$ cat src/bmc_pkg.sv
// Shared types and constants for the bus mouse controller.
`timescale 1ns / 1ps

package bmc_pkg;

  // Width of the saturating motion accumulators
  localparam int ACCUM_BITS = 16;

  localparam int CFG_INDEX_W = 2;
  localparam int CFG_DATA_W  = 3;

  // Configuration register indexes
  localparam logic [CFG_INDEX_W-1:0] CFG_VARIANT = 2'd0;
  localparam logic [CFG_INDEX_W-1:0] CFG_NEWER   = 2'd1;
  localparam logic [CFG_INDEX_W-1:0] CFG_IRQ     = 2'd2;
  localparam logic [CFG_INDEX_W-1:0] CFG_THREE   = 2'd3;

  // Register offsets
  localparam logic [1:0] PORT_0 = 2'd0;
  localparam logic [1:0] PORT_1 = 2'd1;
  localparam logic [1:0] PORT_2 = 2'd2;
  localparam logic [1:0] PORT_3 = 2'd3;

  // Data port command indexes (alternative map)
  localparam logic [2:0] CMD_STATUS = 3'd0;
  localparam logic [2:0] CMD_X      = 3'd1;
  localparam logic [2:0] CMD_Y      = 3'd2;
  localparam logic [2:0] CMD_MODE   = 3'd7;

  // Report period codes (alternative map)
  localparam logic [2:0] PERIOD_OFF    = 3'd0;
  localparam logic [2:0] PERIOD_MAXRUN = 3'd4;
  localparam logic [2:0] PERIOD_HOLD   = 3'd6;

  // Fixed report rate of the standard map
  localparam logic [2:0] RATE_45HZ = 3'd5;

  localparam logic [7:0] SIG_A      = 8'h12;
  localparam logic [7:0] SIG_B      = 8'hDE;
  localparam logic [7:0] CTRL_LOW   = 8'h0F;
  localparam logic [7:0] CONFIG_RST = 8'h0E;
  localparam logic [2:0] IRQ_RST    = 3'd5;

  typedef enum logic [1:0] {
    OP_READ  = 2'd0,
    OP_WRITE = 2'd1,
    OP_MOVE  = 2'd2,
    OP_TICK  = 2'd3
  } op_t;

  typedef enum logic [1:0] {
    IRQ_NONE     = 2'd0,
    IRQ_DEASSERT = 2'd1,
    IRQ_PULSE    = 2'd2
  } irq_act_t;

  typedef struct packed {
    op_t                op;
    logic [1:0]         port;
    logic [7:0]         write_data;
    logic signed [15:0] move_dx;
    logic signed [15:0] move_dy;
    logic [4:0]         host_buttons;
  } in_word_t;

  typedef struct packed {
    logic [7:0] read_data;
    irq_act_t   irq_action;
    logic       move_ignored;
    logic [2:0] report_rate;
  } out_word_t;

  // Accumulator controls
  typedef struct packed {
    logic clear;
    logic add;
    logic drain;
  } accum_ctl_t;

endpackage

$ cat src/bus_mouse_controller_top.sv
// Top level of the four-register PC bus mouse adapter.
`timescale 1ns / 1ps

// Bus mouse adapter with a standard and an alternative register map. Each
// input word is a bus read, a bus write, a host movement or a report tick,
// and gives exactly one result word. Throughput is one word per clock while
// the result side does not stall; a word passes the input register, then the
// result register, and the input register doubles as the skid stage while
// the result side stalls. All register-map work for a word is combinational
// between the two registers. Writing the variant register resets all adapter
// state to the chosen map's defaults; the user writes configuration only while
// the block is idle (the block does not enforce this). cfg_ready is always high.
module bus_mouse_controller_top
  import bmc_pkg::*;
(
  input  logic                   clk,
  input  logic                   rst_n,
  input  logic                   in_valid,
  output logic                   in_stall,
  input  in_word_t               in_word,
  output logic                   out_valid,
  input  logic                   out_stall,
  output out_word_t              out_word,
  input  logic                   cfg_valid,
  output logic                   cfg_ready,
  input  logic [CFG_INDEX_W-1:0] cfg_index,
  input  logic [CFG_DATA_W-1:0]  cfg_data
);

  // Configuration registers
  logic       variant_r, newer_r, three_r;
  logic [2:0] irq_line_r;

  // Adapter state
  logic [7:0]  control_r, control_nxt;
  logic [7:0]  config_r, config_nxt;
  logic [7:0]  signature_r, signature_nxt;
  logic [2:0]  cmd_r, cmd_nxt;
  logic [10:0] toggle_r, toggle_nxt;
  logic        hold_r, hold_nxt;
  logic        tirq_r, tirq_nxt;
  logic        dirq_r, dirq_nxt;
  logic        tmode_r, tmode_nxt;
  logic [2:0]  rate_r, rate_nxt;
  logic [7:0]  lx_r, lx_nxt;
  logic [7:0]  ly_r, ly_nxt;
  logic [7:0]  lbtn_r, lbtn_nxt;
  logic [7:0]  bstat_r, bstat_nxt;
  logic [4:0]  prev_r, prev_nxt;

  // Pipeline registers
  logic      in_valid_r, out_valid_r;
  in_word_t  in_word_r;
  out_word_t out_word_r, res;

  logic       accept, advance, cfg_we, init_wr, init_variant;
  accum_ctl_t acc_ctl;
  logic signed [7:0] cdx, cdy, chunk_x, chunk_y;
  logic [4:0] chg;
  logic [7:0] btn, nib, clr_bit;
  logic [2:0] wr_low;

  assign cfg_ready    = 1'b1;
  assign cfg_we       = cfg_valid && cfg_ready;
  assign init_wr      = cfg_we && (cfg_index == CFG_VARIANT);
  assign init_variant = rst_n ? cfg_data[0] : 1'b0;

  // Handshake: input register acts as skid stage
  assign advance   = in_valid_r && !(out_valid_r && out_stall);
  assign in_stall  = in_valid_r && out_valid_r && out_stall;
  assign accept    = in_valid && !in_stall;
  assign out_valid = out_valid_r;
  assign out_word  = out_word_r;

  // Clamp host deltas to signed bytes
  always_comb begin
    if (in_word_r.move_dx > 16'sd127) begin
      cdx = 8'sd127;
    end else if (in_word_r.move_dx < -16'sd128) begin
      cdx = -8'sd128;
    end else begin
      cdx = in_word_r.move_dx[7:0];
    end
    if (in_word_r.move_dy > 16'sd127) begin
      cdy = 8'sd127;
    end else if (in_word_r.move_dy < -16'sd128) begin
      cdy = -8'sd128;
    end else begin
      cdy = in_word_r.move_dy[7:0];
    end
  end

  bmc_accum u_acc_x (
    .clk   (clk),
    .rst_n (rst_n),
    .ctl   (acc_ctl),
    .delta (cdx),
    .chunk (chunk_x)
  );

  bmc_accum u_acc_y (
    .clk   (clk),
    .rst_n (rst_n),
    .ctl   (acc_ctl),
    .delta (cdy),
    .chunk (chunk_y)
  );

  // Helper terms for the register map
  always_comb begin
    chg      = in_word_r.host_buttons ^ prev_r;
    clr_bit  = 8'(8'h20 >> irq_line_r);
    wr_low   = in_word_r.write_data[2:0];
    unique case (control_r[6:5])
      2'd0:    nib = {4'h0, lx_r[3:0]};
      2'd1:    nib = {4'h0, lx_r[7:4]};
      2'd2:    nib = {4'h0, ly_r[3:0]};
      default: nib = {4'h0, ly_r[7:4]};
    endcase
    btn = {5'b0, in_word_r.host_buttons[0], 1'b0, in_word_r.host_buttons[1]};
    if (three_r) btn[1] = in_word_r.host_buttons[2];
    if (variant_r) begin
      btn[6] = (in_word_r.move_dx != '0) || (in_word_r.move_dy != '0);
      btn[5] = chg[0];
      btn[4] = chg[4] && three_r;
      btn[3] = chg[2];
    end
  end

  // Per-word register map logic
  always_comb begin
    control_nxt   = control_r;
    config_nxt    = config_r;
    signature_nxt = signature_r;
    cmd_nxt       = cmd_r;
    toggle_nxt    = toggle_r;
    hold_nxt      = hold_r;
    tirq_nxt      = tirq_r;
    dirq_nxt      = dirq_r;
    tmode_nxt     = tmode_r;
    rate_nxt      = rate_r;
    lx_nxt        = lx_r;
    ly_nxt        = ly_r;
    lbtn_nxt      = lbtn_r;
    bstat_nxt     = bstat_r;
    prev_nxt      = prev_r;
    acc_ctl       = '0;
    acc_ctl.clear = init_wr;
    res           = '0;
    res.irq_action = IRQ_NONE;

    if (advance) begin
      unique case (in_word_r.op)
        OP_READ: begin
          if (variant_r) begin
            unique case (in_word_r.port)
              PORT_0: res.read_data = control_r;
              PORT_1: begin
                priority if (cmd_r == CMD_STATUS) begin
                  res.read_data = lbtn_r | 8'h80 | (newer_r ? 8'h40 : 8'h00);
                end else if (cmd_r == CMD_X) begin
                  res.read_data = lx_r;
                end else if (cmd_r == CMD_Y) begin
                  res.read_data = ly_r;
                end else if (cmd_r == CMD_MODE) begin
                  res.read_data = control_r;
                end else begin
                  res.read_data = '0;
                end
              end
              PORT_2: begin
                res.read_data = (toggle_r != '0) ? SIG_A : SIG_B;
                toggle_nxt    = toggle_r ^ 11'd1;
              end
              default: res.read_data = '0;
            endcase
          end else begin
            unique case (in_word_r.port)
              PORT_0: res.read_data = nib | {lbtn_r[2:0] ^ 3'b111, 5'b0};
              PORT_1: res.read_data = signature_r;
              PORT_2: begin
                res.read_data = control_r;
                control_nxt   = control_r | CTRL_LOW;
                // interrupt bit drops while read count bit 10 is set (after 1024 reads), unless newer_r && !tirq_r
                if (toggle_r[10] && (!newer_r || tirq_r)) begin
                  control_nxt = control_nxt & ~clr_bit;
                end
                toggle_nxt = toggle_r + 11'd1;
              end
              default: res.read_data = config_r;
            endcase
          end
        end

        OP_WRITE: begin
          if (variant_r) begin
            if (in_word_r.port == PORT_0) begin
              if (in_word_r.write_data[7]) control_nxt = '0;
              if (wr_low <= CMD_Y || wr_low == CMD_MODE) cmd_nxt = wr_low;
            end else if (in_word_r.port == PORT_1) begin
              res.irq_action = IRQ_DEASSERT;
              if (cmd_r == CMD_MODE) begin
                hold_nxt = in_word_r.write_data[5];
                tirq_nxt = in_word_r.write_data[4];
                dirq_nxt = in_word_r.write_data[3];
                if (wr_low == PERIOD_HOLD) begin
                  if (in_word_r.write_data[4]) res.irq_action = IRQ_PULSE;
                  control_nxt = {in_word_r.write_data[7:3], control_r[2:0]};
                end else begin
                  if (wr_low == PERIOD_OFF) begin
                    rate_nxt  = PERIOD_OFF;
                    tmode_nxt = 1'b0;
                  end else if (wr_low <= PERIOD_MAXRUN) begin
                    rate_nxt  = wr_low;
                    tmode_nxt = in_word_r.write_data[4];
                  end
                  control_nxt = in_word_r.write_data;
                end
              end
            end
          end else begin
            unique case (in_word_r.port)
              PORT_2: begin
                control_nxt    = in_word_r.write_data | CTRL_LOW;
                tirq_nxt       = !in_word_r.write_data[4];
                hold_nxt       = in_word_r.write_data[7];
                res.irq_action = IRQ_DEASSERT;
              end
              PORT_3:  config_nxt    = in_word_r.write_data;
              PORT_1:  signature_nxt = in_word_r.write_data;
              default: ;
            endcase
          end
        end

        OP_MOVE: begin
          if (in_word_r.move_dx == '0 && in_word_r.move_dy == '0 &&
              (variant_r ? (chg[2:0] == '0) : (chg == '0))) begin
            res.move_ignored = 1'b1;
          end else begin
            bstat_nxt = btn;
            prev_nxt  = in_word_r.host_buttons;
            if (tmode_r) begin
              acc_ctl.add = 1'b1;
            end else begin
              if (!hold_r) begin
                lx_nxt   = cdx;
                ly_nxt   = cdy;
                lbtn_nxt = btn;
              end
              if (dirq_r) res.irq_action = IRQ_PULSE;
            end
          end
        end

        default: begin
          // report tick
          if (tmode_r) begin
            if (tirq_r) res.irq_action = IRQ_PULSE;
            acc_ctl.drain = 1'b1;
            if (!hold_r) begin
              lx_nxt   = chunk_x;
              ly_nxt   = chunk_y;
              lbtn_nxt = bstat_r;
            end
          end
        end
      endcase
    end

    res.report_rate = !tmode_nxt ? 3'd0 : (variant_r ? rate_nxt : RATE_45HZ);
  end

  // Configuration registers
  always_ff @(posedge clk) begin
    if (!rst_n) begin
      variant_r  <= 1'b0;
      newer_r    <= 1'b0;
      irq_line_r <= IRQ_RST;
      three_r    <= 1'b0;
    end else if (cfg_we) begin
      unique case (cfg_index)
        CFG_VARIANT: variant_r  <= cfg_data[0];
        CFG_NEWER:   newer_r    <= cfg_data[0];
        CFG_IRQ:     irq_line_r <= cfg_data;
        default:     three_r    <= cfg_data[0];
      endcase
    end
  end

  // Adapter state, reset by rst_n or a variant write
  always_ff @(posedge clk) begin
    if (!rst_n || init_wr) begin
      control_r   <= init_variant ? 8'h00 : CTRL_LOW;
      tmode_r     <= !init_variant;
      config_r    <= CONFIG_RST;
      signature_r <= '0;
      cmd_r       <= '0;
      toggle_r    <= '0;
      hold_r      <= 1'b0;
      tirq_r      <= 1'b0;
      dirq_r      <= 1'b0;
      rate_r      <= '0;
      lx_r        <= '0;
      ly_r        <= '0;
      lbtn_r      <= '0;
      bstat_r     <= '0;
      prev_r      <= '0;
    end else begin
      control_r   <= control_nxt;
      tmode_r     <= tmode_nxt;
      config_r    <= config_nxt;
      signature_r <= signature_nxt;
      cmd_r       <= cmd_nxt;
      toggle_r    <= toggle_nxt;
      hold_r      <= hold_nxt;
      tirq_r      <= tirq_nxt;
      dirq_r      <= dirq_nxt;
      rate_r      <= rate_nxt;
      lx_r        <= lx_nxt;
      ly_r        <= ly_nxt;
      lbtn_r      <= lbtn_nxt;
      bstat_r     <= bstat_nxt;
      prev_r      <= prev_nxt;
    end
  end

  // Input and result registers
  always_ff @(posedge clk) begin
    if (!rst_n) begin
      in_valid_r  <= 1'b0;
      out_valid_r <= 1'b0;
    end else begin
      if (accept) begin
        in_valid_r <= 1'b1;
      end else if (advance) begin
        in_valid_r <= 1'b0;
      end
      if (advance) begin
        out_valid_r <= 1'b1;
      end else if (!out_stall) begin
        out_valid_r <= 1'b0;
      end
    end
  end

  always_ff @(posedge clk) begin
    if (accept) in_word_r <= in_word;
    if (advance) out_word_r <= res;
  end

  a_advance_fills: assert property (@(posedge clk) disable iff (!rst_n)
    advance |=> out_valid_r)
    else $error("processed word lost before result register");

  a_stall_held: assert property (@(posedge clk) disable iff (!rst_n)
    in_stall |-> in_valid_r && !advance)
    else $error("input stalled with nothing held");

  a_std_timer: assert property (@(posedge clk) disable iff (!rst_n)
    !variant_r |-> tmode_r)
    else $error("standard map left timer mode");

  a_ignored_quiet: assert property (@(posedge clk) disable iff (!rst_n)
    out_valid_r && out_word_r.move_ignored |->
      out_word_r.irq_action == IRQ_NONE && out_word_r.read_data == '0)
    else $error("ignored movement produced side results");

endmodule

$ cat src/bmc_accum.sv
// One axis of saturating motion accumulation with byte-sized draining.
`timescale 1ns / 1ps

module bmc_accum
  import bmc_pkg::*;
(
  input  logic              clk,
  input  logic              rst_n,
  input  accum_ctl_t        ctl,
  input  logic signed [7:0] delta,
  output logic signed [7:0] chunk
);

  localparam logic signed [ACCUM_BITS-1:0] CHUNK_HI = ACCUM_BITS'(127);
  localparam logic signed [ACCUM_BITS-1:0] CHUNK_LO = -CHUNK_HI - ACCUM_BITS'(1);
  localparam logic signed [ACCUM_BITS-1:0] SAT_HI   = {1'b0, {(ACCUM_BITS-1){1'b1}}};
  localparam logic signed [ACCUM_BITS-1:0] SAT_LO   = {1'b1, {(ACCUM_BITS-1){1'b0}}};

  logic signed [ACCUM_BITS-1:0] acc_r, acc_nxt;
  logic signed [ACCUM_BITS:0]   sum;
  logic signed [ACCUM_BITS-1:0] sat_sum;
  logic signed [ACCUM_BITS-1:0] drained;

  // Saturating add of one clamped delta
  always_comb begin
    sum = {acc_r[ACCUM_BITS-1], acc_r} + (ACCUM_BITS+1)'(delta);
    if (sum[ACCUM_BITS] != sum[ACCUM_BITS-1]) begin
      sat_sum = sum[ACCUM_BITS] ? SAT_LO : SAT_HI;
    end else begin
      sat_sum = sum[ACCUM_BITS-1:0];
    end
  end

  // Take at most one signed byte out
  always_comb begin
    if (acc_r > CHUNK_HI) begin
      chunk   = 8'sd127;
      drained = acc_r - CHUNK_HI;
    end else if (acc_r < CHUNK_LO) begin
      chunk   = -8'sd128;
      drained = acc_r - CHUNK_LO;
    end else begin
      chunk   = acc_r[7:0];
      drained = '0;
    end
  end

  always_comb begin
    priority if (ctl.clear) begin
      acc_nxt = '0;
    end else if (ctl.add) begin
      acc_nxt = sat_sum;
    end else if (ctl.drain) begin
      acc_nxt = drained;
    end else begin
      acc_nxt = acc_r;
    end
  end

  always_ff @(posedge clk) begin
    if (!rst_n) begin
      acc_r <= '0;
    end else begin
      acc_r <= acc_nxt;
    end
  end

  a_add_drain_excl: assert property (@(posedge clk) disable iff (!rst_n)
    !(ctl.add && ctl.drain))
    else $error("accumulator add and drain in the same cycle");

  a_sat_stays: assert property (@(posedge clk) disable iff (!rst_n)
    ctl.add && !ctl.clear && acc_r == SAT_HI && !delta[7] |=> acc_r == SAT_HI)
    else $error("accumulator wrapped past positive limit");

  a_drain_zero: assert property (@(posedge clk) disable iff (!rst_n)
    ctl.drain && !ctl.clear && !ctl.add && acc_r <= CHUNK_HI && acc_r >= CHUNK_LO
    |=> acc_r == '0)
    else $error("small accumulator not emptied by drain");

endmodule
$ cat config.mk
export PLATFORM = sky130hd
export DESIGN_NAME = bus_mouse_controller_top
export DESIGN_NICKNAME = d
export VERILOG_FILES = /design/src/bmc_pkg.sv /design/src/bus_mouse_controller_top.sv /design/src/bmc_accum.sv
export SDC_FILE = /design/constraint.sdc
export NUM_CORES = 1
export LEC_CHECK = 0
export ABC_AREA = 1
export BUFFER_PORTS_ARGS = -buffer_cell sky130_fd_sc_hd__buf_2
export CORE_ASPECT_RATIO = 0.9
export CORE_MARGIN = 4
export CORE_UTILIZATION = 45
export DETAILED_ROUTE_END_ITERATION = 7
export PLACE_DENSITY = 0.67
export SYNTH_ARGS = -nofsm -noshare
export SYNTH_HDL_FRONTEND = slang
export SYNTH_SLANG_ARGS = --single-unit
$ cat constraint.sdc
create_clock -name clk -period 5.9 [get_ports clk]
set_input_delay 0.295 -clock clk [delete_from_list [all_inputs] [get_ports clk]]
set_output_delay 0.295 -clock clk [all_outputs]
set_load 0.005 [all_outputs]
# Yosys cells after proc, flatten, opt, wreduce, memory -nomap -nowiden
# Cells that the tools add are included.
# Widths: inputs -> output; s select.
[word_totals] reg_bits=183 in_bits=59 out_inout_bits=17 elab_cells=281
[classes] n_addsub=7 n_lt_le_gt_ge=10 n_eq_ne=30 shifts=1 mux=122 n_bitwise=14 reduce_logical=60
[ops] cell="$mux 8" n=35
[ops] cell="$mux 16" n=12
[ops] cell="$gt 16x8->1 const B" n=4
[ops] cell="$lt 16x8->1 const B" n=4
[ops] cell="$sub 16x8->16 const B" n=4
[ops] cell="$pmux 8 s2" n=3
[ops] cell="$pmux 8 s3" n=2
[ops] cell="$mux 7" n=6
[ops] cell="$add 16x8->17" n=2
[ops] cell="$mux 1" n=34
[ops] cell="$mux 3" n=11
[ops] cell="$logic_not 16->1" n=2
[ops] cell="$reduce_bool 16->1" n=2
[ops] cell="$mux 2" n=12
[ops] cell="$mux 11" n=2
[ops] cell="$ne 5x5->1 const B" n=4
[ops] cell="$reduce_and 6->1" n=3
[ops] cell="$reduce_and 9->1" n=2
[ops] cell="$pmux 7 s2" n=1
[ops] cell="$pmux 4 s3" n=1
[ops] cell="$reduce_and 4->1" n=3
[ops] cell="$add 11x1->11 const B" n=1
[ops] cell="$reduce_bool 11->1" n=1
[ops] cell="$eq 2x2->1 const B" n=5
[ops] cell="other kinds (36)" n=88

# Logic depth before layout (Yosys ltp)
# Gate-level depths: netlist (run 1).
[depth] depth_word=11 ltp_mapped=21

# By module
# Synthesis (run 1) repeated with hierarchy kept, for this count alone.
[unflattened] hier_cells=1755 area_unflattened_um2=12245.5
[modules_own_cells] mod="bus_mouse_controller_top" n_inst=1 cells_each=910 area_each_um2=7262.0 seq_area_each_um2=3693.5
[modules_own_cells] mod="bmc_accum at u_acc_y" n_inst=1 cells_each=422 area_each_um2=2497.4 seq_area_each_um2=320.3
[modules_own_cells] mod="bmc_accum at u_acc_x" n_inst=1 cells_each=423 area_each_um2=2486.1 seq_area_each_um2=320.3

# Worst setup path after synthesis (run 1)
# OpenSTA, ideal clock, no wires.
[synth_path] path_type="reg2reg" from="reg in_word_r[36] (netlist bit)" to="reg u_acc_x.acc_r[11]" arrival_ps=2968 required_time_ps=5768 setup_slack_ps=2800 path_stages_with_launch=21 cell_sequence="edfxtp_1 > nor2_1 > nand2_1 > o31ai_1 > buf_2 > nand2_1 > ha_1 > fa_1 > nand2_1 > nand2_1 > nand3_1 > nand2_1 > nand2_1 > nand2_1 > nand2_1 > nand2_1 > a21oi_4 > buf_4 > nand2_1 > nand2_1 > a21oi_1"
[synth_between] elab_chain_len=7 elab_cells_between_ends=16 classes_between="1 x add/sub; 2 x order compare; 1 x eq/ne; 8 x mux; 4 x reduce/logical"
[synth_rtl] element="from (decl)" line_no="bus_mouse_controller_top.sv:53" source="in_word_t in_word_r;"
[synth_rtl] element="from (signal assigned)" line_no="bus_mouse_controller_top.sv:348" source="if (accept) in_word_r <= in_word;"
[synth_rtl] element="$lt 16x8->1 / $logic_not 16->1 (equally long branches)" line_no="bus_mouse_controller_top.sv:79, bus_mouse_controller_top.sv:237"
[synth_rtl] element="$mux 8 / $logic_and 1x1->1 (equally long branches)" line_no="bus_mouse_controller_top.sv:79, bus_mouse_controller_top.sv:237"
[synth_rtl] element="$mux 8 / $logic_and 1x1->1 (equally long branches)" line_no="bus_mouse_controller_top.sv:77, bus_mouse_controller_top.sv:237"
[synth_rtl] element="$add 16x8->17 / $mux 1 (equally long branches)" line_no="bmc_accum.sv:26, bus_mouse_controller_top.sv:237"
[synth_rtl] element="$mux 16, or another cell as far along" line_no="bmc_accum.sv:28" source="sat_sum = sum[ACCUM_BITS] ? SAT_LO : SAT_HI;"
[synth_rtl] element="$mux 16 / $mux 2 (equally long branches)" line_no="bmc_accum.sv:27, bus_mouse_controller_top.sv:152"
[synth_rtl] element="$mux 16 / $reduce_bool 2->1 (equally long branches)"
[synth_rtl] element="to (signal assigned)" line_no="bmc_accum.sv:64" source="acc_r <= acc_nxt;"
[synth_rtl] element="to (signal assigned)" line_no="bmc_accum.sv:77" source="ctl.drain && !ctl.clear && !ctl.add && acc_r <= CHUNK_HI && acc_r >= CHUNK_LO"
[synth_rtl] element="to (decl)" line_no="bmc_accum.sv:19" source="logic signed [ACCUM_BITS-1:0] acc_r, acc_nxt;"
# Parallel ways exist; a longest one is shown, timed or not.
# A chain may end at the register's enable or synchronous reset.

# Worst setup path after layout (run 1)
[layout_path] from="reg in_word_r[20] (netlist bit)" to="reg u_acc_y.acc_r[5]"
[layout_between] elab_chain_len=7 elab_cells_between_ends=16 classes_between="1 x add/sub; 2 x order compare; 1 x eq/ne; 8 x mux; 4 x reduce/logical"
[layout_rtl] element="$lt 16x8->1 / $logic_not 16->1 (equally long branches)" line_no="bus_mouse_controller_top.sv:86, bus_mouse_controller_top.sv:237"
[layout_rtl] element="$mux 8 / $logic_and 1x1->1 (equally long branches)" line_no="bus_mouse_controller_top.sv:86, bus_mouse_controller_top.sv:237"
[layout_rtl] element="$mux 8 / $logic_and 1x1->1 (equally long branches)" line_no="bus_mouse_controller_top.sv:84, bus_mouse_controller_top.sv:237"
[layout_rtl] element="$add 16x8->17 / $mux 1 (equally long branches)" line_no="bmc_accum.sv:26, bus_mouse_controller_top.sv:237"
[layout_rtl] element="$mux 16, or another cell as far along" line_no="bmc_accum.sv:28"
[layout_rtl] element="$mux 16 / $mux 2 (equally long branches)" line_no="bmc_accum.sv:27, bus_mouse_controller_top.sv:152"
[layout_rtl] element="$mux 16 / $reduce_bool 2->1 (equally long branches)"
[layout_rtl] element="to (signal assigned)" line_no="bmc_accum.sv:64"
[layout_rtl] element="to (signal assigned)" line_no="bmc_accum.sv:77"
[layout_rtl] element="to (decl)" line_no="bmc_accum.sv:19"
# Parallel ways exist; a longest one is shown, timed or not.

==> results of run 1 <==
==> per-stage QoR <==
| step | hold WS (ps) | total power [mW] |
|---|---|---|
| 4_1_cts | 8.60 | 3.10 |
| 2_1_floorplan | 394 | 1.80 |
| 6_report | 22.8 | 3.10 |
| 3_3_place_gp | 437 | 1.94 |
| 3_5_place_dp | 445 | 1.94 |
| 5_1_grt | 6.62 | 3.24 |
==> worst max-delay path, stage by stage (launching register included) <==
cell and delay [ps]:
sky130_fd_sc_hd__edfxtp_1 610, sky130_fd_sc_hd__nor2_1 170, sky130_fd_sc_hd__nand2_1 80, sky130_fd_sc_hd__o31ai_1 860, sky130_fd_sc_hd__nand2_1 130, sky130_fd_sc_hd__ha_1 270, sky130_fd_sc_hd__fa_1 400, sky130_fd_sc_hd__nand2_1 80
sky130_fd_sc_hd__nand2_1 80, sky130_fd_sc_hd__nand3_1 90, sky130_fd_sc_hd__nand2_1 100, sky130_fd_sc_hd__nand2_1 110, sky130_fd_sc_hd__nand2_1 70, sky130_fd_sc_hd__nand2_1 70, sky130_fd_sc_hd__nand2_1 100, sky130_fd_sc_hd__a21oi_4 370
sky130_fd_sc_hd__nand2_1 130, sky130_fd_sc_hd__nand2_1 80, sky130_fd_sc_hd__a21oi_1 60
==> registers in the layout, indices dropped and copies added (netlist names), 2 cells and up <==
signal	count
lx_r	8
in_word_r	47
ly_r	8
irq_line_r	3
toggle_r	11
out_word	14
lbtn_r	7
control_r	8
signature_r	8
rate_r	3
prev_r	5
cmd_r	3
config_r	8
u_acc_y.acc_r	16
btn	2
u_acc_x.acc_r	16
bstat_r	5
==> cell families after synthesis <==
kind of cell,after synthesis
compound gates,391
xor+xnor,34
fa+ha+maj,44
buf+inv,239
flops,181
other cells,1
simple gates,746
==> area by class of cell <==
type,instances,area (sq um)
Clock inverter,14,164
Tap cell,342,428
Multi-Input combinational cell,1216,6340
Timing Repair Buffer,82,430
Sequential cell,181,4330
Fill cell,2529,12500
Inverter,188,711
Clock buffer,18,429
==> synthesized netlist by cell type (3+ instances only) <==
master / number
sky130_fd_sc_hd__nor2_2: 8
sky130_fd_sc_hd__nand3b_1: 6
sky130_fd_sc_hd__inv_1: 172
sky130_fd_sc_hd__nand2_4: 4
sky130_fd_sc_hd__nand4_1: 19
sky130_fd_sc_hd__o2111ai_1: 5
sky130_fd_sc_hd__nor3_2: 5
sky130_fd_sc_hd__nand2_2: 7
sky130_fd_sc_hd__xor2_1: 20
sky130_fd_sc_hd__o31ai_1: 3
sky130_fd_sc_hd__xnor2_1: 14
sky130_fd_sc_hd__o21a_1: 4
sky130_fd_sc_hd__o21ai_1: 7
sky130_fd_sc_hd__or2_2: 3
sky130_fd_sc_hd__nor4_1: 4
sky130_fd_sc_hd__nand3_2: 3
sky130_fd_sc_hd__a211oi_1: 6
sky130_fd_sc_hd__o21ai_0: 152
sky130_fd_sc_hd__a21oi_1: 149
sky130_fd_sc_hd__a31o_2: 3
sky130_fd_sc_hd__buf_2: 14
sky130_fd_sc_hd__edfxtp_1: 71
sky130_fd_sc_hd__clkbuf_1: 26
sky130_fd_sc_hd__o211ai_1: 34
sky130_fd_sc_hd__nor3_1: 25
sky130_fd_sc_hd__nand2_1: 415
sky130_fd_sc_hd__nor2_4: 4
sky130_fd_sc_hd__ha_1: 42
sky130_fd_sc_hd__o221ai_1: 9
sky130_fd_sc_hd__nor2_1: 140
sky130_fd_sc_hd__buf_4: 8
sky130_fd_sc_hd__nand3_1: 96
sky130_fd_sc_hd__inv_2: 13
sky130_fd_sc_hd__dfxtp_1: 110
sky130_fd_sc_hd__a31oi_1: 4
==> per-layer routing <==
layer  global-route usage [%]  routed length [um]  vias up  part of all wire [%]
met5                        0                   0        -                     0
met4                     4.50                 382        0                   1.2
met3                     3.88                2610       43                   8.3
met2                     32.6               13500      431                    43
met1                     33.4               15100     5026                    48
li1                         -                   -     5613                     -
==> how the worst min path moves through the flow <==
stage                    end  slack [ps]
2_1_floorplan  irq_line_r[0]         390
3_3_place_gp      bstat_r[1]         440
3_5_place_dp      bstat_r[6]         450
4_1_cts         in_word_r[4]           9
5_1_grt        in_word_r[38]           7
6_report       in_word_r[44]          20
==> where the power goes <==
group | internal [mW] | switching (mW)
sequential | 1.35 | 0.0585
combinational | 0.176 | 0.340
clock | 0.640 | 0.530
total | 2.17 | 0.929
==> impl_metrics.sql, run 1 <==
INSERT INTO impl_metrics (metric_group, metric, value, unit) VALUES
('floorplan', 'fp.coreArea', '0.0253', 'sq mm'),
('run_status', 'result_of_the_run', 'completed', ''),
('logic_synthesis', 'netlist_instances', '1636', ''),
('routing', 'drt_first_pass_iters', '7', ''),
('place', 'port_buffers', '74', ''),
('layout', 'finalNetCount', '1789', ''),
('floorplan', 'floorplan.die.width', '177', 'um'),
('floorplan', 'die_area', '0.0285', 'sq mm'),
('cts', 'cts.repair.resized', '0', ''),
('logic_synthesis', 'netlist.area_leader.share', '18.9', '%'),
('logic_synthesis', 'synthXorXnorAreaFrac', '2.56', '%'),
('layout', 'most-common-layout-cells', 'sky130_fd_sc_hd__nand2_1, sky130_fd_sc_hd__inv_1, sky130_fd_sc_hd__o21ai_0', ''),
('sta', 'max_freq', '0.253', 'GHz'),
('min_path', 'worst_hold_path_type', 'primary input to flop', ''),
('logic_synthesis', 'synth_simple_gate_area_share', '28.0', '%'),
('min_path', 'min_from', 'in_word[44]', ''),
('logic_synthesis', 'post_synth_main_area_contributors', 'sky130_fd_sc_hd__dfxtp_1, sky130_fd_sc_hd__edfxtp_1, sky130_fd_sc_hd__nand2_1', ''),
('global_route', 'via_count_of_the_first_global_routing_pass', '10000', ''),
('layout', 'mostFrequentLayoutCell', 'sky130_fd_sc_hd__nand2_1', ''),
('global_route', 'grt_start_max_net_pins', '54', ''),
('sta', 'post_route_setup_tns', '0', 'ps'),
('place', 'placement.setup.worst_slack', '1960', 'ps'),
('routing', 'finalWirelength', '31.6', 'mm'),
('worst_setup_path', 'rr_endpoint', 'u_acc_y.acc_r[5]', ''),
('logic_synthesis', 'yosys-mux-area-fraction', '0', '%'),
('sta', 'worst_slew_margin_rel', '27.9', '%'),
('sta', 'finalClockSkew', '15.0', 'ps'),
('layout', 'antenna_cells', '0', ''),
('global_route', 'grt_pass1_wl', '51.1', 'mm'),
('worst_setup_path', 'critPathKind', 'flop to flop', ''),
('cts', 'clk_pin_slew', '70', 'ps'),
('cts', 'clock_path_buffers', '2', ''),
('routing', 'vias', '11100', ''),
('worst_setup_path', 'rrSetupSlack', '1950', 'ps'),
('power', 'leakagePower', '5.46', 'nW'),
('cts', 'clk_latency', '440', 'ps'),
('logic_synthesis', 'ys_types', '57', ''),
('cts', 'cts_root_buf', 'sky130_fd_sc_hd__clkbuf_16', ''),
('global_route', 'grt_antenna_before_repair', '0', ''),
('logic_synthesis', 'library_cell_with_the_largest_summed_area_after_synthesis', 'sky130_fd_sc_hd__dfxtp_1', ''),
('sta', 'worst_slew_pin_slew', '1070', 'ps'),
('logic_synthesis', 'synth_compound_area_share', '19.1', '%'),
('global_route', 'grt-ovfl-total', '0', ''),
('sta', 'worst_slack', '1950', 'ps'),
('layout', 'drive_above_1_share', '10.2', '%'),
('run', 'maxCapViolations', '0', ''),
('layout', 'signed_area_change_from_the_synthesized_netlist_to_the_final_layout', '10.4', '%'),
('place', 'hpwlAfterDp', '23.7', 'mm'),
('routing', 'drtIter0Drc', '1056', ''),
('sta', 'timing.final.crit_period', '3950', 'ps'),
('logic_synthesis', 'area_share_of_fa_ha_maj_cells_after_synthesis', '4.86', '%'),
('logic_synthesis', 'synth_seq_cells', '181', ''),
('sta', 'final-max-slew-violation-count', '0', ''),
('floorplan', 'num_rows', '55', ''),
('worst_setup_path', 'required', '6220', 'ps'),
('sta', 'finalHoldViolations', '0', ''),
('place', 'routabilityCongestion', '0.939', ''),
('min_path', 'hold_depth', '1', ''),
('global_route', 'grt.total_usage', '21.9', '%'),
('layout', 'finish.instance_area', '0.0128', 'sq mm'),
('worst_setup_path', 'cp-endpoint', 'u_acc_y.acc_r[5]', ''),
('logic_synthesis', 'synthFlopType', 'sky130_fd_sc_hd__dfxtp_1', ''),
('cts', 'cts-hold-fix-buffers', '0', ''),
('cts', 'tritoncts', 'yes', ''),
('power', 'pwr_density_cell', '241', 'mW/mm^2'),
('cts', 'post-cts-setup-buffer-count', '0', ''),
('logic_synthesis', 'mappedNetlistNets', '1739', ''),
('sta', 'setup-violations-final', '0', ''),
('routing', 'avgViaCountPerCell', '5.44', ''),
('logic_synthesis', 'synth-seq-area-share', '37.3', '%'),
('routing', 'wire_per_inst', '15.5', 'um');
(Power assumes the default switching activity.)
==> run 2, diff against run 1 <==
PLACE_DENSITY = 0.7   (was 0.67)
clock period = 3.4 ns   (was 5.9 ns; I/O delays follow)
==> run 2 against run 1 <==
Effect of this change: utilization rose by 2.7 points; global-route usage is 0.96 points higher; maximum frequency rose by 27%; cell count is 3.3% higher; largest power group unchanged; non-clock buffer count up 66; setup slack worse by 1700 ps; power is 76% higher; sequential power grew 73%; clock-buffer cell count unchanged; worst hold slack worse by 3.2 ps.
==> impl_metrics.sql, run 2 (same netlist as run 1, synthesis figures left out) <==
INSERT INTO impl_metrics (metric_group, metric, value, unit) VALUES
('routing', 'drtIter0Drc', '1089', ''),
('worst_setup_path', 'cp.depth', '20', ''),
('worst_setup_path', 'cp.arrival', '3420', 'ps'),
('worst_setup_path', 'endpoint_type_of_the_worst_setup_path', 'flop', ''),
('cts', 'clk_pin_slew', '80', 'ps'),
('sta', 'finalClockSkew', '16.7', 'ps'),
('global_route', 'grt_start_max_net_pins', '50', ''),
('power', 'report.power.total', '5.44', 'mW'),
('routing', 'finalWirelength', '33.0', 'mm'),
('worst_setup_path', 'cp_common_cell', 'sky130_fd_sc_hd__nand2_1', ''),
('place', 'hpwlAfterDp', '24.4', 'mm'),
('sta', 'worst_slew_pin_slew', '1070', 'ps'),
('sta', 'max_freq', '0.321', 'GHz'),
('sta', 'setup-violations-final', '0', ''),
('global_route', 'via_count_of_the_first_global_routing_pass', '10600', ''),
('floorplan', 'die_h', '160', 'um'),
('sta', 'worst_hold_slack', '19.7', 'ps'),
('layout', 'utilization', '53.4', '%'),
('sta', 'post_route_setup_tns', '0', 'ps'),
('place', 'port_buffers', '74', ''),
('sta', 'finalHoldViolations', '0', ''),
('sta', 'worst_slack', '286', 'ps'),
('cts', 'cts_inserted_buffers', '17', ''),
('floorplan', 'io_pins', '76', ''),
('layout', 'largest_reg_flops', '47', ''),
('cts', 'tritoncts', 'yes', ''),
('power', 'switching_share', '30.6', '%'),
('global_route', 'global_route.usage.met2', '35.2', '%'),
('routing', 'vias', '11500', ''),
('place', 'placement.setup.worst_slack', '188', 'ps'),
('power', 'leakagePower', '5.76', 'nW'),
('routing', 'remaining_drc_errors', '0', ''),
('power', 'power.combinational.fraction', '17.9', '%'),
('layout', 'drive_above_1_share', '10.9', '%'),
('worst_setup_path', 'logic_depth_of_the_worst_register_to_register_path', '20', ''),
('place', 'routabilityCongestion', '0.969', ''),
('power', 'power.share.clock', '37.2', '%'),
('cts', 'clock_path_buffers', '2', ''),
('global_route', 'grt.total_usage', '22.9', '%'),
('power', 'internal_power', '3.77', 'mW'),
('layout', 'most-common-layout-cells', 'sky130_fd_sc_hd__nand2_1, sky130_fd_sc_hd__inv_1, sky130_fd_sc_hd__o21ai_0', ''),
('worst_setup_path', 'crit-reg2reg-launch', 'in_word_r[33]', ''),
('min_path', 'worst_hold_path_type', 'primary input to flop', ''),
('routing', 'avgViaCountPerCell', '5.47', ''),
('worst_setup_path', 'startpoint_type', 'flop', ''),
('worst_setup_path', 'count_of_buffer_and_inverter_cells_on_the_critical_path', '2', ''),
('routing', 'wire_per_inst', '15.7', 'um'),
('floorplan', 'fp.coreArea', '0.0253', 'sq mm'),
('power', 'switching_power', '1.66', 'mW'),
('sta', 'worst_slew_margin_rel', '28.9', '%'),
('floorplan', 'num_rows', '55', ''),
('sta', 'timing.final.crit_period', '3110', 'ps'),
('sta', 'final.period_utilization', '91.6', '%'),
('run', 'maxCapViolations', '0', ''),
('floorplan', 'die_area', '0.0285', 'sq mm'),
('cts', 'cts_root_buf', 'sky130_fd_sc_hd__clkbuf_16', ''),
('layout', 'mostFrequentLayoutCell', 'sky130_fd_sc_hd__nand2_1', ''),
('power', 'pwr_density_cell', '402', 'mW/mm^2'),
('place', 'placed_area', '0.0123', 'sq mm'),
('layout', 'registers.top_by_ff_count', 'in_word_r', ''),
('sta', 'rsz0062_at_grt', 'false', ''),
('place', 'placed_cells', '2015', ''),
('worst_setup_path', 'cp-endpoint', 'u_acc_x.acc_r[6]', ''),
('worst_setup_path', 'required', '3700', 'ps'),
('worst_setup_path', 'worstPathCellList', 'nor2_1 > nand2_1 > o31ai_4 > buf_6 > nand2_1 > ha_1 > fa_1 > nand2_1 > nand2_1 > nand3_1 > nand2_1 > nand2_1 > nand2_1 > nand2_1 > nand2_1 > a21oi_4 > buf_12 > nand2_1 > nand2_1 > a21oi_1', ''),
('global_route', 'grt-ovfl-total', '0', ''),
('global_route', 'grt_busiest_layer', 'met2', ''),
('worst_setup_path', 'crit_slowest_cell', 'sky130_fd_sc_hd__fa_1', ''),
('power', 'irDropWorstVdd', '0.269', 'mV'),
('worst_setup_path', 'rrSetupSlack', '290', 'ps'),
('layout', 'finish.instance_area', '0.0135', 'sq mm'),
('routing', 'drt_first_pass_iters', '6', ''),
('power', 'seq_power_share', '44.9', '%'),
('sta', 'final-max-slew-violation-count', '0', ''),
('worst_setup_path', 'crit_path_start', 'in_word_r[33]', ''),
('floorplan', 'floorplan.initialDensity', '45.9', '%'),
('layout', 'instances_no_fill', '2108', ''),
('cts', 'cts-htree-levels', '4', ''),
('global_route', 'grt_util_met3', '4.66', '%'),
('global_route', 'grt_pass1_wl', '53.5', 'mm'),
('worst_setup_path', 'cp_max_fo', '15', ''),
('worst_setup_path', 'largest_delay_share_family_worst_path', 'simple AND/OR/NAND/NOR gates', ''),
('cts', 'cts_sinks', '181', ''),
('worst_setup_path', 'critPathKind', 'flop to flop', ''),
('global_route', 'grt_antenna_before_repair', '1', ''),
('worst_setup_path', 'max_stage_delay', '410', 'ps'),
('run_status', 'result_of_the_run', 'completed', ''),
('worst_setup_path', 'rr_endpoint', 'u_acc_x.acc_r[6]', ''),
('floorplan', 'floorplan.die.width', '177', 'um'),
('layout', 'signed_area_change_from_the_synthesized_netlist_to_the_final_layout', '16.3', '%'),
('layout', 'finalNetCount', '1855', ''),
('layout', 'largestRegisters', 'in_word_r x47, u_acc_x.acc_r x16, u_acc_y.acc_r x16', ''),
('routing', 'postRouteAntennaNets', '0', ''),
('cts', 'clk_latency', '440', 'ps'),
('global_route', 'grtUsageMet1', '33.8', '%');
-- run 2: cell count changes in the layout (fill, tap and decap cells not counted), moves of 2 or more --
cell | before | now
sky130_fd_sc_hd__buf_12 | 0 | 2
sky130_fd_sc_hd__buf_4 | 8 | 17
sky130_fd_sc_hd__clkinv_1 | 3 | 1
sky130_fd_sc_hd__clkinv_2 | 0 | 2
sky130_fd_sc_hd__dlygate4sd3_1 | 0 | 53
sky130_fd_sc_hd__o31ai_1 | 3 | 1
-- run 2: what timing repair did --
action,CTS,global route
resized for setup,0,5
endpoints found under the setup margin,0,30
hold buffers,53,0
setup buffers,0,6
endpoints found under the hold margin,52,0
-- run 2: worst min-delay path by stage --
stage	startpoint	endpoint	slack [ps]	cells past startpoint
floorplan	rst_n	irq_line_r[0]	270	1
global placement	in_word[46]	in_word_r[46]	350	1
detailed placement	in_word[4]	in_word_r[4]	350	1
CTS	cfg_data[0]	irq_line_r[0]	0.4	3
global route	cfg_data[0]	irq_line_r[0]	10	3
finish	cfg_data[0]	irq_line_r[0]	20	3
-- run 2: area by class of cell --
class | count | area (sq um)
flip-flops and latches | 181 | 4330
well taps | 342 | 428
clock buffers | 18 | 439
multi-input cells | 1216 | 6370
diodes | 1 | 2.50
fillers | 2490 | 11800
inverters | 188 | 711
repair buffers | 148 | 1090
clock inverters | 14 | 155
-- run 2: power by group through the flow --
stage / combinational, mW / sequential [mW] / clock [mW]
global route: 1.10 / 2.45 / 2.14
floorplan: 0.675 / 2.45 / 0
finish: 0.973 / 2.44 / 2.02
global placement: 0.889 / 2.49 / 0
CTS: 0.949 / 2.44 / 2.04
detailed placement: 0.894 / 2.49 / 0
-- run 2: worst min-delay path: stages --
cell and delay (ps):
sky130_fd_sc_hd__buf_2 120, sky130_fd_sc_hd__nand2_1 60, sky130_fd_sc_hd__o211ai_1 70
-- run 2: metal layers --
| metal | up-vias | part of all wire (%) |
|---|---|---|
| met3 | 37 | 8.6 |
| met5 | - | 0 |
| met2 | 476 | 44 |
| met1 | 5283 | 46 |
| met4 | 0 | 1.1 |
| li1 | 5740 | - |
